[src/hdl/htms_pkg.sv]
// Shared types, codes and reset values for the timed mode sequencer.
// Used by htms_csr, htms_decide and hvac_timed_mode_sequencer; depends on nothing.
`default_nettype none

package htms_pkg;

   localparam int unsigned TimeWidth = 16;
   localparam int unsigned ModeWidth = 3;
   localparam int unsigned CsrIndexWidth = 3;

   // Default inter-function gaps, in timer counts.
   localparam logic [TimeWidth-1:0] CoolInstantGapDefault = 16'd300;
   localparam logic [TimeWidth-1:0] HeatInstantGapDefault = 16'd300;
   localparam logic [TimeWidth-1:0] CoolToCoolGapDefault  = 16'd300;
   localparam logic [TimeWidth-1:0] HeatToCoolGapDefault  = 16'd300;
   localparam logic [TimeWidth-1:0] HeatToHeatGapDefault  = 16'd300;
   localparam logic [TimeWidth-1:0] CoolToHeatGapDefault  = 16'd300;

   typedef enum logic [ModeWidth-1:0] {
      MODE_OFF     = 3'd0,
      MODE_FAN     = 3'd1,
      MODE_COOL    = 3'd2,
      MODE_HEAT    = 3'd3,
      MODE_COOLFAN = 3'd4,
      MODE_HEATFAN = 3'd5,
      MODE_INITIAL = 3'd6,
      MODE_ILLEGAL = 3'd7
   } mode_type;

   typedef enum logic [1:0] {
      LF_UNKNOWN = 2'd0,
      LF_COOL    = 2'd1,
      LF_HEAT    = 2'd2
   } last_func_type;

   typedef enum logic [CsrIndexWidth-1:0] {
      CSR_FAN_MIN_OFF     = 3'd0,
      CSR_FAN_MIN_ON      = 3'd1,
      CSR_COOL_MIN_ON     = 3'd2,
      CSR_HEAT_MIN_ON     = 3'd3,
      CSR_FAN_AFTER_COOL  = 3'd4,
      CSR_FAN_AFTER_HEAT  = 3'd5,
      CSR_FAN_BEFORE_COOL = 3'd6,
      CSR_FAN_BEFORE_HEAT = 3'd7
   } csr_index_type;

   typedef enum logic [3:0] {
      RULE_NONE,
      RULE_OFF_FAN,
      RULE_FAN_OFF,
      RULE_FAN_COOL,
      RULE_FAN_HEAT,
      RULE_COOL_STOP,
      RULE_COOLFAN_OFF,
      RULE_COOLFAN_FAN,
      RULE_HEAT_STOP,
      RULE_HEATFAN_OFF,
      RULE_HEATFAN_FAN
   } rule_type;

   // Register reset values.
   localparam logic [TimeWidth-1:0] FanMinOffReset     = 16'd60;
   localparam logic [TimeWidth-1:0] FanMinOnReset      = 16'd60;
   localparam logic [TimeWidth-1:0] CoolMinOnReset     = 16'd180;
   localparam logic [TimeWidth-1:0] HeatMinOnReset     = 16'd180;
   localparam logic [TimeWidth-1:0] FanAfterCoolReset  = 16'd60;
   localparam logic [TimeWidth-1:0] FanAfterHeatReset  = 16'd60;
   localparam logic [TimeWidth-1:0] FanBeforeCoolReset = 16'd30;
   localparam logic [TimeWidth-1:0] FanBeforeHeatReset = 16'd30;

   typedef struct packed {
      logic [TimeWidth-1:0] fan_min_off;
      logic [TimeWidth-1:0] fan_min_on;
      logic [TimeWidth-1:0] cool_min_on;
      logic [TimeWidth-1:0] heat_min_on;
      logic [TimeWidth-1:0] fan_after_cool;
      logic [TimeWidth-1:0] fan_after_heat;
      logic [TimeWidth-1:0] fan_before_cool;
      logic [TimeWidth-1:0] fan_before_heat;
   } cfg_type;

   typedef struct packed {
      mode_type             present_state;
      mode_type             wanted_state;
      logic [TimeWidth-1:0] fan_on_time;
      logic [TimeWidth-1:0] fan_off_time;
      logic [TimeWidth-1:0] cool_on_time;
      logic [TimeWidth-1:0] cool_off_time;
      logic [TimeWidth-1:0] heat_on_time;
      logic [TimeWidth-1:0] heat_off_time;
   } req_type;

   typedef struct packed {
      mode_type      next_state;
      logic          lf_write;
      last_func_type lf_value;
   } decision_type;

   // The transition table: which guarded rule serves a (present, wanted) pair.
   function automatic rule_type rule_of(input mode_type present, input mode_type wanted);
      rule_type rule;
      rule = RULE_NONE;
      case (present)
         MODE_OFF: begin
            if (wanted inside {MODE_FAN, MODE_COOL, MODE_HEAT}) rule = RULE_OFF_FAN;
         end
         MODE_FAN: begin
            case (wanted)
               MODE_OFF:  rule = RULE_FAN_OFF;
               MODE_COOL: rule = RULE_FAN_COOL;
               MODE_HEAT: rule = RULE_FAN_HEAT;
               default:   rule = RULE_NONE;
            endcase
         end
         MODE_COOL: begin
            if (wanted inside {MODE_OFF, MODE_FAN, MODE_HEAT, MODE_COOLFAN}) begin
               rule = RULE_COOL_STOP;
            end
         end
         MODE_HEAT: begin
            if (wanted inside {MODE_OFF, MODE_FAN, MODE_COOL, MODE_HEATFAN}) begin
               rule = RULE_HEAT_STOP;
            end
         end
         MODE_COOLFAN: begin
            if (wanted == MODE_OFF) rule = RULE_COOLFAN_OFF;
            else if (wanted inside {MODE_FAN, MODE_COOL, MODE_HEAT}) rule = RULE_COOLFAN_FAN;
         end
         MODE_HEATFAN: begin
            if (wanted == MODE_OFF) rule = RULE_HEATFAN_OFF;
            else if (wanted inside {MODE_FAN, MODE_COOL, MODE_HEAT}) rule = RULE_HEATFAN_FAN;
         end
         default: rule = RULE_NONE;
      endcase
      return rule;
   endfunction

endpackage

`default_nettype wire

[src/hdl/htms_csr.sv]
// Configuration register file: eight 16-bit timing thresholds, write only.
// Depends on htms_pkg.
`default_nettype none

module htms_csr (
   input  wire logic                                clock,
   input  wire logic                                reset,
   input  wire logic                                csr_write,
   input  wire logic [htms_pkg::CsrIndexWidth-1:0]  csr_index,
   input  wire logic [htms_pkg::TimeWidth-1:0]      csr_data,
   output htms_pkg::cfg_type                        cfg
);

   htms_pkg::cfg_type cfg_ff;
   htms_pkg::cfg_type cfg_in;

   always_comb begin
      cfg_in = cfg_ff;
      if (csr_write) begin
         case (htms_pkg::csr_index_type'(csr_index))
            htms_pkg::CSR_FAN_MIN_OFF:     cfg_in.fan_min_off     = csr_data;
            htms_pkg::CSR_FAN_MIN_ON:      cfg_in.fan_min_on      = csr_data;
            htms_pkg::CSR_COOL_MIN_ON:     cfg_in.cool_min_on     = csr_data;
            htms_pkg::CSR_HEAT_MIN_ON:     cfg_in.heat_min_on     = csr_data;
            htms_pkg::CSR_FAN_AFTER_COOL:  cfg_in.fan_after_cool  = csr_data;
            htms_pkg::CSR_FAN_AFTER_HEAT:  cfg_in.fan_after_heat  = csr_data;
            htms_pkg::CSR_FAN_BEFORE_COOL: cfg_in.fan_before_cool = csr_data;
            htms_pkg::CSR_FAN_BEFORE_HEAT: cfg_in.fan_before_heat = csr_data;
            default:                       cfg_in = cfg_ff;
         endcase
      end
   end

   always_ff @(posedge clock) begin
      if (reset) begin
         cfg_ff.fan_min_off     <= htms_pkg::FanMinOffReset;
         cfg_ff.fan_min_on      <= htms_pkg::FanMinOnReset;
         cfg_ff.cool_min_on     <= htms_pkg::CoolMinOnReset;
         cfg_ff.heat_min_on     <= htms_pkg::HeatMinOnReset;
         cfg_ff.fan_after_cool  <= htms_pkg::FanAfterCoolReset;
         cfg_ff.fan_after_heat  <= htms_pkg::FanAfterHeatReset;
         cfg_ff.fan_before_cool <= htms_pkg::FanBeforeCoolReset;
         cfg_ff.fan_before_heat <= htms_pkg::FanBeforeHeatReset;
      end else begin
         cfg_ff <= cfg_in;
      end
   end

   assign cfg = cfg_ff;

endmodule

`default_nettype wire

[src/hdl/htms_decide.sv]
// Guarded transition rules: picks the rule for a request and evaluates its guard.
// Depends on htms_pkg; purely combinational.
`default_nettype none

module htms_decide #(
   parameter logic [htms_pkg::TimeWidth-1:0] COOL_INSTANT_GAP = htms_pkg::CoolInstantGapDefault,
   parameter logic [htms_pkg::TimeWidth-1:0] HEAT_INSTANT_GAP = htms_pkg::HeatInstantGapDefault,
   parameter logic [htms_pkg::TimeWidth-1:0] COOL_TO_COOL_GAP = htms_pkg::CoolToCoolGapDefault,
   parameter logic [htms_pkg::TimeWidth-1:0] HEAT_TO_COOL_GAP = htms_pkg::HeatToCoolGapDefault,
   parameter logic [htms_pkg::TimeWidth-1:0] HEAT_TO_HEAT_GAP = htms_pkg::HeatToHeatGapDefault,
   parameter logic [htms_pkg::TimeWidth-1:0] COOL_TO_HEAT_GAP = htms_pkg::CoolToHeatGapDefault
) (
   input  wire htms_pkg::req_type        req,
   input  wire htms_pkg::cfg_type        cfg,
   input  wire htms_pkg::last_func_type  last_function,
   output htms_pkg::decision_type        decision
);

   htms_pkg::rule_type rule;
   logic               known;
   logic               cool_pre_block;
   logic               cool_gap_block;
   logic               heat_pre_block;
   logic               heat_gap_block;

   assign rule  = htms_pkg::rule_of(req.present_state, req.wanted_state);
   assign known = (last_function != htms_pkg::LF_UNKNOWN);

   // A start soon after either function stopped needs the fan pre-run first;
   // once a function is remembered the full gaps apply as well.
   assign cool_pre_block = ((req.cool_off_time < COOL_INSTANT_GAP) ||
                            (req.heat_off_time < COOL_INSTANT_GAP)) &&
                           (req.fan_on_time < cfg.fan_before_cool);
   assign cool_gap_block = known && ((req.cool_off_time < COOL_TO_COOL_GAP) ||
                                     (req.heat_off_time < HEAT_TO_COOL_GAP));
   assign heat_pre_block = ((req.heat_off_time < HEAT_INSTANT_GAP) ||
                            (req.cool_off_time < HEAT_INSTANT_GAP)) &&
                           (req.fan_on_time < cfg.fan_before_heat);
   assign heat_gap_block = known && ((req.heat_off_time < HEAT_TO_HEAT_GAP) ||
                                     (req.cool_off_time < COOL_TO_HEAT_GAP));

   always_comb begin
      decision.next_state = htms_pkg::MODE_ILLEGAL;
      decision.lf_write   = 1'b0;
      decision.lf_value   = htms_pkg::LF_UNKNOWN;
      case (rule)
         htms_pkg::RULE_OFF_FAN: begin
            decision.next_state = (req.fan_off_time < cfg.fan_min_off) ?
                                  htms_pkg::MODE_OFF : htms_pkg::MODE_FAN;
         end
         htms_pkg::RULE_FAN_OFF: begin
            decision.next_state = (req.fan_on_time < cfg.fan_min_on) ?
                                  htms_pkg::MODE_FAN : htms_pkg::MODE_OFF;
         end
         htms_pkg::RULE_FAN_COOL: begin
            if (cool_pre_block || cool_gap_block) begin
               decision.next_state = htms_pkg::MODE_FAN;
            end else begin
               decision.next_state = htms_pkg::MODE_COOL;
               decision.lf_write   = 1'b1;
               decision.lf_value   = htms_pkg::LF_COOL;
            end
         end
         htms_pkg::RULE_FAN_HEAT: begin
            if (heat_pre_block || heat_gap_block) begin
               decision.next_state = htms_pkg::MODE_FAN;
            end else begin
               decision.next_state = htms_pkg::MODE_HEAT;
               decision.lf_write   = 1'b1;
               decision.lf_value   = htms_pkg::LF_HEAT;
            end
         end
         htms_pkg::RULE_COOL_STOP: begin
            if (req.cool_on_time < cfg.cool_min_on) begin
               decision.next_state = htms_pkg::MODE_COOL;
            end else begin
               decision.next_state = htms_pkg::MODE_COOLFAN;
               decision.lf_write   = 1'b1;
               decision.lf_value   = htms_pkg::LF_COOL;
            end
         end
         htms_pkg::RULE_COOLFAN_OFF: begin
            decision.next_state = (req.cool_off_time < cfg.fan_after_cool) ?
                                  htms_pkg::MODE_COOLFAN : htms_pkg::MODE_OFF;
         end
         htms_pkg::RULE_COOLFAN_FAN: begin
            decision.next_state = (req.cool_off_time < cfg.fan_after_cool) ?
                                  htms_pkg::MODE_COOLFAN : htms_pkg::MODE_FAN;
         end
         htms_pkg::RULE_HEAT_STOP: begin
            if (req.heat_on_time < cfg.heat_min_on) begin
               decision.next_state = htms_pkg::MODE_HEAT;
            end else begin
               decision.next_state = htms_pkg::MODE_HEATFAN;
               decision.lf_write   = 1'b1;
               decision.lf_value   = htms_pkg::LF_HEAT;
            end
         end
         htms_pkg::RULE_HEATFAN_OFF: begin
            decision.next_state = (req.heat_off_time < cfg.fan_after_heat) ?
                                  htms_pkg::MODE_HEATFAN : htms_pkg::MODE_OFF;
         end
         htms_pkg::RULE_HEATFAN_FAN: begin
            decision.next_state = (req.heat_off_time < cfg.fan_after_heat) ?
                                  htms_pkg::MODE_HEATFAN : htms_pkg::MODE_FAN;
         end
         default: begin
            decision.next_state = htms_pkg::MODE_ILLEGAL;
         end
      endcase
   end

endmodule

`default_nettype wire

[src/hdl/hvac_timed_mode_sequencer.sv]
// Top level of the timed mode sequencer: request register, rule evaluation,
// result register and the remembered conditioning function.
// Depends on htms_pkg, htms_csr and htms_decide.
//
// Usage. Each request beat on the req_ channel carries the present mode, the
// wanted mode and six elapsed-time counters. For every request exactly one
// response beat leaves on the rsp_ channel with the next mode, or the illegal
// code for a mode pair that has no transition rule.
// A beat is taken at a rising edge where valid is high and stall is low.
// A taken request is held and evaluated in the request register; its next
// mode is loaded into the response register, with rsp_valid, as it advances.
// Throughput: one request per cycle while rsp_stall is low, set by the single
// register-to-register pass through the rule table and the threshold
// comparators. When the receiver stalls, the response register holds its
// beat; the request register then holds one more request and req_stall
// rises only once both are full, so the two sides stay decoupled.
// The thresholds are written through the csr_ port (index 0 to 7, see the
// register list in the package); the user must write them only while no
// request is in flight, as the block itself does not enforce it.
// Reset clears both stage valid flags, returns the thresholds to their default
// values and forgets the last conditioning function, which disables the
// inter-function gap checks until cooling or heating has run once.
`default_nettype none

module hvac_timed_mode_sequencer #(
   parameter logic [htms_pkg::TimeWidth-1:0] COOL_INSTANT_GAP = htms_pkg::CoolInstantGapDefault,
   parameter logic [htms_pkg::TimeWidth-1:0] HEAT_INSTANT_GAP = htms_pkg::HeatInstantGapDefault,
   parameter logic [htms_pkg::TimeWidth-1:0] COOL_TO_COOL_GAP = htms_pkg::CoolToCoolGapDefault,
   parameter logic [htms_pkg::TimeWidth-1:0] HEAT_TO_COOL_GAP = htms_pkg::HeatToCoolGapDefault,
   parameter logic [htms_pkg::TimeWidth-1:0] HEAT_TO_HEAT_GAP = htms_pkg::HeatToHeatGapDefault,
   parameter logic [htms_pkg::TimeWidth-1:0] COOL_TO_HEAT_GAP = htms_pkg::CoolToHeatGapDefault
) (
   input  wire logic                                clock,
   input  wire logic                                reset,
   // Request channel.
   input  wire logic                                req_valid,
   output      logic                                req_stall,
   input  wire logic [htms_pkg::ModeWidth-1:0]      req_present_state,
   input  wire logic [htms_pkg::ModeWidth-1:0]      req_wanted_state,
   input  wire logic [htms_pkg::TimeWidth-1:0]      req_fan_on_time,
   input  wire logic [htms_pkg::TimeWidth-1:0]      req_fan_off_time,
   input  wire logic [htms_pkg::TimeWidth-1:0]      req_cool_on_time,
   input  wire logic [htms_pkg::TimeWidth-1:0]      req_cool_off_time,
   input  wire logic [htms_pkg::TimeWidth-1:0]      req_heat_on_time,
   input  wire logic [htms_pkg::TimeWidth-1:0]      req_heat_off_time,
   // Response channel.
   output      logic                                rsp_valid,
   input  wire logic                                rsp_stall,
   output      logic [htms_pkg::ModeWidth-1:0]      rsp_next_state,
   // Configuration write port.
   input  wire logic                                csr_write,
   input  wire logic [htms_pkg::CsrIndexWidth-1:0]  csr_index,
   input  wire logic [htms_pkg::TimeWidth-1:0]      csr_data
);

   htms_pkg::cfg_type       cfg;
   htms_pkg::decision_type  decision;

   // Request register.
   logic                    req_valid_ff;
   logic                    req_valid_in;
   htms_pkg::req_type       req_ff;

   // Response register.
   logic                    rsp_valid_ff;
   logic                    rsp_valid_in;
   htms_pkg::mode_type      rsp_state_ff;

   // Last conditioning function.
   htms_pkg::last_func_type last_function_ff;
   htms_pkg::last_func_type last_function_in;

   logic                    take_req;
   logic                    advance;

   htms_csr u_csr (
      .clock     (clock),
      .reset     (reset),
      .csr_write (csr_write),
      .csr_index (csr_index),
      .csr_data  (csr_data),
      .cfg       (cfg)
   );

   htms_decide #(
      .COOL_INSTANT_GAP (COOL_INSTANT_GAP),
      .HEAT_INSTANT_GAP (HEAT_INSTANT_GAP),
      .COOL_TO_COOL_GAP (COOL_TO_COOL_GAP),
      .HEAT_TO_COOL_GAP (HEAT_TO_COOL_GAP),
      .HEAT_TO_HEAT_GAP (HEAT_TO_HEAT_GAP),
      .COOL_TO_HEAT_GAP (COOL_TO_HEAT_GAP)
   ) u_decide (
      .req           (req_ff),
      .cfg           (cfg),
      .last_function (last_function_ff),
      .decision      (decision)
   );

   // The held request moves on whenever the response register is empty or
   // its beat is being taken in this cycle.
   assign advance   = req_valid_ff && (!rsp_valid_ff || !rsp_stall);
   assign req_stall = req_valid_ff && !advance;
   assign take_req  = req_valid && !req_stall;

   always_comb begin
      req_valid_in = req_valid_ff;
      if (take_req) begin
         req_valid_in = 1'b1;
      end else if (advance) begin
         req_valid_in = 1'b0;
      end
   end

   always_comb begin
      rsp_valid_in = rsp_valid_ff;
      if (advance) begin
         rsp_valid_in = 1'b1;
      end else if (!rsp_stall) begin
         rsp_valid_in = 1'b0;
      end
   end

   // The function memory is updated in request order, as each request is
   // evaluated, so the next request always sees its predecessor's effect.
   always_comb begin
      last_function_in = last_function_ff;
      if (advance && decision.lf_write) begin
         last_function_in = decision.lf_value;
      end
   end

   always_ff @(posedge clock) begin
      if (reset) begin
         req_valid_ff     <= 1'b0;
         rsp_valid_ff     <= 1'b0;
         last_function_ff <= htms_pkg::LF_UNKNOWN;
      end else begin
         req_valid_ff     <= req_valid_in;
         rsp_valid_ff     <= rsp_valid_in;
         last_function_ff <= last_function_in;
      end
   end

   always_ff @(posedge clock) begin
      if (take_req) begin
         req_ff.present_state <= htms_pkg::mode_type'(req_present_state);
         req_ff.wanted_state  <= htms_pkg::mode_type'(req_wanted_state);
         req_ff.fan_on_time   <= req_fan_on_time;
         req_ff.fan_off_time  <= req_fan_off_time;
         req_ff.cool_on_time  <= req_cool_on_time;
         req_ff.cool_off_time <= req_cool_off_time;
         req_ff.heat_on_time  <= req_heat_on_time;
         req_ff.heat_off_time <= req_heat_off_time;
      end
      if (advance) begin
         rsp_state_ff <= decision.next_state;
      end
   end

   assign rsp_valid      = rsp_valid_ff;
   assign rsp_next_state = rsp_state_ff;

   // The remembered function changes only when a request is evaluated.
   a_lf_only_on_advance: assert property (@(posedge clock) disable iff (reset)
      !advance |=> $stable(last_function_ff))
      else $error("last function changed without an evaluated request");

   // An unlisted mode pair never touches the remembered function.
   a_illegal_keeps_lf: assert property (@(posedge clock) disable iff (reset)
      advance && decision.next_state == htms_pkg::MODE_ILLEGAL |=> $stable(last_function_ff))
      else $error("illegal request altered the last function");

   // A granted start of cooling from fan leaves cooling remembered.
   a_cool_start_sets_lf: assert property (@(posedge clock) disable iff (reset)
      advance && req_ff.present_state == htms_pkg::MODE_FAN &&
      decision.next_state == htms_pkg::MODE_COOL
      |=> last_function_ff == htms_pkg::LF_COOL)
      else $error("cooling start did not record cooling");

   // Requests are refused only while the request register is occupied.
   a_stall_needs_held_req: assert property (@(posedge clock) disable iff (reset)
      req_stall |-> req_valid_ff && rsp_valid_ff && rsp_stall)
      else $error("request stalled with free pipeline space");

   // A response held under stall keeps its mode code.
   a_rsp_held: assert property (@(posedge clock) disable iff (reset)
      rsp_valid_ff && rsp_stall |=> rsp_valid_ff && $stable(rsp_state_ff))
      else $error("stalled response lost or changed");

endmodule

`default_nettype wire

[config.mk]
export PLATFORM = sky130hd
export DESIGN_NAME = hvac_timed_mode_sequencer
export DESIGN_NICKNAME = d
export VERILOG_FILES = /design/src/hdl/htms_pkg.sv /design/src/hdl/htms_csr.sv /design/src/hdl/htms_decide.sv /design/src/hdl/hvac_timed_mode_sequencer.sv
export SDC_FILE = /design/constraint.sdc
export NUM_CORES = 1
export LEC_CHECK = 0
export BUFFER_PORTS_ARGS = -buffer_cell sky130_fd_sc_hd__buf_2
export CAP_MARGIN = 20
export CORE_UTILIZATION = 53
export DETAILED_ROUTE_END_ITERATION = 7
export PLACE_DENSITY = 0.84
export SLEW_MARGIN = 40
export SYNTH_ARGS = -nofsm -noshare
export SYNTH_HDL_FRONTEND = slang
export SYNTH_SLANG_ARGS = --single-unit
[constraint.sdc]
create_clock -name clock -period 5.6 [get_ports clock]
set_clock_uncertainty 0.15 [all_clocks]
set_input_delay 0.28 -clock clock [delete_from_list [all_inputs] [get_ports clock]]
set_output_delay 0.28 -clock clock [all_outputs]
set_load 0.02 [all_outputs]
==> flow_summary_export.csv <==
group,metric,value,unit
floorplanning,die_h,148,um
floorplanning,die_area,21900,um^2
placement,dpl.hpwl,19400,um
critical_path,r2r-end,"rsp_next_state[0]",
critical_path,cp-end-kind,"register",
grt,track_usage,30.2,%
detailed_routing,wl_per_cell,19.3,um
clocking,cts_htree_levels,1,
cells_and_area,multi_input_area,4750,um^2
critical_path,critPathBufInv,0,
run_status,run_status,"finished clean",
timing,fmax,0.358,GHz
cells_and_area,n_fill_cell,1543,
detailed_routing,dr.pass1.iters,6,
floorplanning,fp.dieW,148,um
critical_path,critPathTopFamily,"simple AND/OR/NAND/NOR gates",
timing,fin_crit_sh,49.9,%
detailed_routing,routed-via-count,9706,
worst_hold_path,hold-path-cell-count,3,
critical_path,r2r_cells,7,
placement,gp_congestion,0.939,
synth,ys_top_cells_by_area,"edfxtp_1 (28%), dfxtp_1 (23%), ha_1 (13%), nand2_1 (8.5%), a21oi_1 (5.9%)",
critical_path,worst_setup_path_start_kind,"register",
power_and_ir_drop,powerDensity,286,nW/um^2
detailed_routing,routed_wirelength,32600,um
worst_hold_path,min_from,"csr_data[8]",
synth,ys_types,60,
timing,relSlewSlack,46.1,%
synth,yosysTopAreaCell,"edfxtp_1",
timing,drv_slew,0,
run,drv_cap,0,
grt,grt_start_max_net_pins,81,
clocking,clockBufferDepth,3,
timing,max_slew.worst_pin.slew,808,ps
synth,synth_area,11300,um^2
placement,place_ws,3010,ps
detailed_routing,viasPerCell,5.73,
detailed_routing,drt_iter0_drc,1043,
critical_path,slowest_stage,"or4_1",
synth,synth_nets,1424,
worst_hold_path,hold_class,"in -> reg",
clocking,cts-resized-gates,0,
floorplanning,std_cell_rows,52,
synth,synth_edf_count,105,
cells_and_area,final_util,68.5,%
critical_path,critPathArrivalTime,2910,ps
grt,overflow,0,
floorplanning,num_io_pins,131,
timing,final-hold-violation-count,0,
synth,yosys_register_bits,237,
clocking,cts_tree,"built",
timing,setup_tns,0,ps
detailed_routing,final_antenna_net_count,0,
power_and_ir_drop,irDropWorstVdd,0.000261,V
floorplanning,core_region_area,20600,um^2
critical_path,required,5720,ps
synth,yosysTopAreaCellShare,28.0,%
worst_hold_path,min_to,"u_csr.cfg[8]",
critical_path,reg2reg_from,"req_ff[37]",
cells_and_area,area_growth,24.9,%
cells_and_area,seq_area,5800,um^2
grt,grt_pass1_wl,50800,um
critical_path,r2r_slack,2810,ps
clocking,clk_pin_slew,60,ps
synth,synthArstFlopShare,0,%
synth,synth_ff_type,"dfxtp_1",
detailed_routing,route.detailed.drc,0,
timing,rsz0062_at_grt,"false",
cells_and_area,drive_above_1_share,13.5,%
clocking,cts_buffers,25,
placement,port_buffers,130,
critical_path,cp_slowest_stage_delay,490,ps
timing,fin_crit,2790,ps
synth,synth_seq_area_share,51.4,%
synth,yosysWarnings,0,
critical_path,cp_max_fo,3,
critical_path,worstSetupPathType,"reg -> reg",
cells_and_area,nets,1646,
critical_path,cp_cell_sequence,"ha_1 -> a21o_1 -> a211oi_1 -> a311oi_1 -> nor2_1 -> o21ai_0 -> or4_1",
grt,grt_antenna_before_repair,3,
timing,setup_ws,2810,ps
synth,synth_cells,1178,
power_and_ir_drop,p_leak,5.64,nW
timing,finalSetupViolCount,0,
clocking,worstSkewPairLatency,550,ps
clocking,clockRootBuffer,"clkbuf_16",
clocking,cts.sinks,237,
grt,first_global_vias,9760,
floorplanning,start_util,54.8,%
synth,syn_area_per_cell,9.57,um^2
[how the worst max path moves through the flow]
stage | end | slack (ps) | cells after the start | startpoint
2_1_floorplan | req_ff[0] | 1680 | 2 | rsp_valid
3_3_place_gp | rsp_next_state[0] | 3040 | 7 | req_ff[37]
3_5_place_dp | rsp_next_state[0] | 3010 | 7 | req_ff[37]
4_1_cts | rsp_next_state[0] | 2870 | 7 | req_ff[37]
5_1_grt | rsp_next_state[0] | 2740 | 8 | req_ff[5]
6_report | rsp_next_state[0] | 2810 | 7 | req_ff[37]
[per-stage QoR]
stage	power (mW)	hold WS (ps)	std cells	instance area, um^2
floorplan	2.16	229	1178	11300
global placement	2.27	292	1525	12100
detailed placement	2.29	296	1525	12100
CTS	3.99	2.02	1689	14100
global route	4.14	14.5	1693	14100
finish	4.02	15.7	1693	14100
[timing repair]
item                                    in CTS  in global routing
endpoints found under the setup margin       0                  0
setup buffers                                0                  0
hold buffers                               118                  0
hold endpoints to repair                   170                  0
[sequential cells by signal (all words and copies together) (netlist names)]
register,flops
req_valid_ff,1
u_csr.cfg,128
last_function_ff,2
rsp_next_state,3
rsp_valid,1
req_ff,102
[per-layer routing]
layer / up-vias / routed length, um / global-route usage, % / share of wire, %
met1: 4507 / 12100 / 35.0 / 37
met2: 533 / 15900 / 52.1 / 49
met4: 0 / 2060 / 17.5 / 6.3
met3: 146 / 2650 / 5.59 / 8.1
met5: - / 0 / 0 / 0
li1: 4520 / - / - / -
[cell families after synthesis]
kind of cell | Yosys count | share of synthesized area, %
and+or+nand+nor | 366 | 14.3
DFF | 237 | 51.4
xor gates and xnor gates | 1 | 0.0777
adders and majority gates | 120 | 13.3
buffers and inverters | 189 | 6.62
AOI/OAI and AO/OA | 265 | 14.3
[cell type report]
| type | count | share of cell area, % |
|---|---|---|
| flip-flops and latches | 237 | 41.1 |
| multi-input cells | 752 | 33.7 |
| repair buffers | 256 | 13.5 |
| clock buffers | 34 | 4.89 |
| inverters | 128 | 3.42 |
| well taps | 270 | 2.40 |
| clock inverters | 12 | 0.924 |
| diodes | 4 | 0.0710 |
[where the power goes]
| group | total (mW) | switching, mW | internal, mW |
|---|---|---|---|
| registers | 1.93 | 0.0453 | 1.88 |
| logic | 0.417 | 0.232 | 0.185 |
| clock network | 1.68 | 0.715 | 0.965 |
[worst register-to-register path: stages, from the launching register on]
cell and delay [ps]:
edfxtp_1 420, ha_1 340, a21o_1 190, a211oi_1 230, a311oi_1 120, nor2_1 380, o21ai_0 220, or4_1 490
[placed cells by master (no fill, tap or decap), types with 5 or more instances in the layout]
| master | count |
|---|---|
| nor2_1 | 21 |
| clkbuf_16 | 25 |
| o21ai_0 | 30 |
| nand2_1 | 256 |
| and3_1 | 7 |
| dlygate4sd3_1 | 118 |
| inv_1 | 128 |
| o21a_1 | 5 |
| dfxtp_1 | 132 |
| o211ai_1 | 34 |
| and4_1 | 5 |
| a211oi_1 | 12 |
| nand3_1 | 15 |
| ha_1 | 120 |
| nand2b_1 | 10 |
| nor2b_1 | 9 |
| buf_4 | 7 |
| nand4_1 | 16 |
| a21oi_1 | 132 |
| a21o_1 | 17 |
| buf_2 | 130 |
| clkbuf_1 | 6 |
| a31oi_1 | 7 |
| edfxtp_1 | 105 |
| nor3_1 | 6 |
| clkinv_2 | 6 |
[Yosys cell counts (2+ instances only)]
master     number
nand3_1        15
a221oi_1        2
a31oi_1         7
clkbuf_2       16
a21oi_1       132
nor4_1          3
dfxtp_1       132
a211o_1         3
a2111oi_0       3
o21bai_1        3
nand4_1        16
nor3_1          6
o211ai_1       34
and3_1          7
clkbuf_1       39
o21a_1          5
and4_1          5
nand2_1       256
edfxtp_1      105
o21ai_0        30
a211oi_1       12
nor3b_1         2
o2111ai_1       2
a21o_1         17
ha_1          120
nor2_1         24
buf_2           2
nand2b_1       10
buf_4           2
inv_1         127
a32oi_1         2
a22oi_1         2
nor2b_1        10
Power figures use the tool's default switching activity.
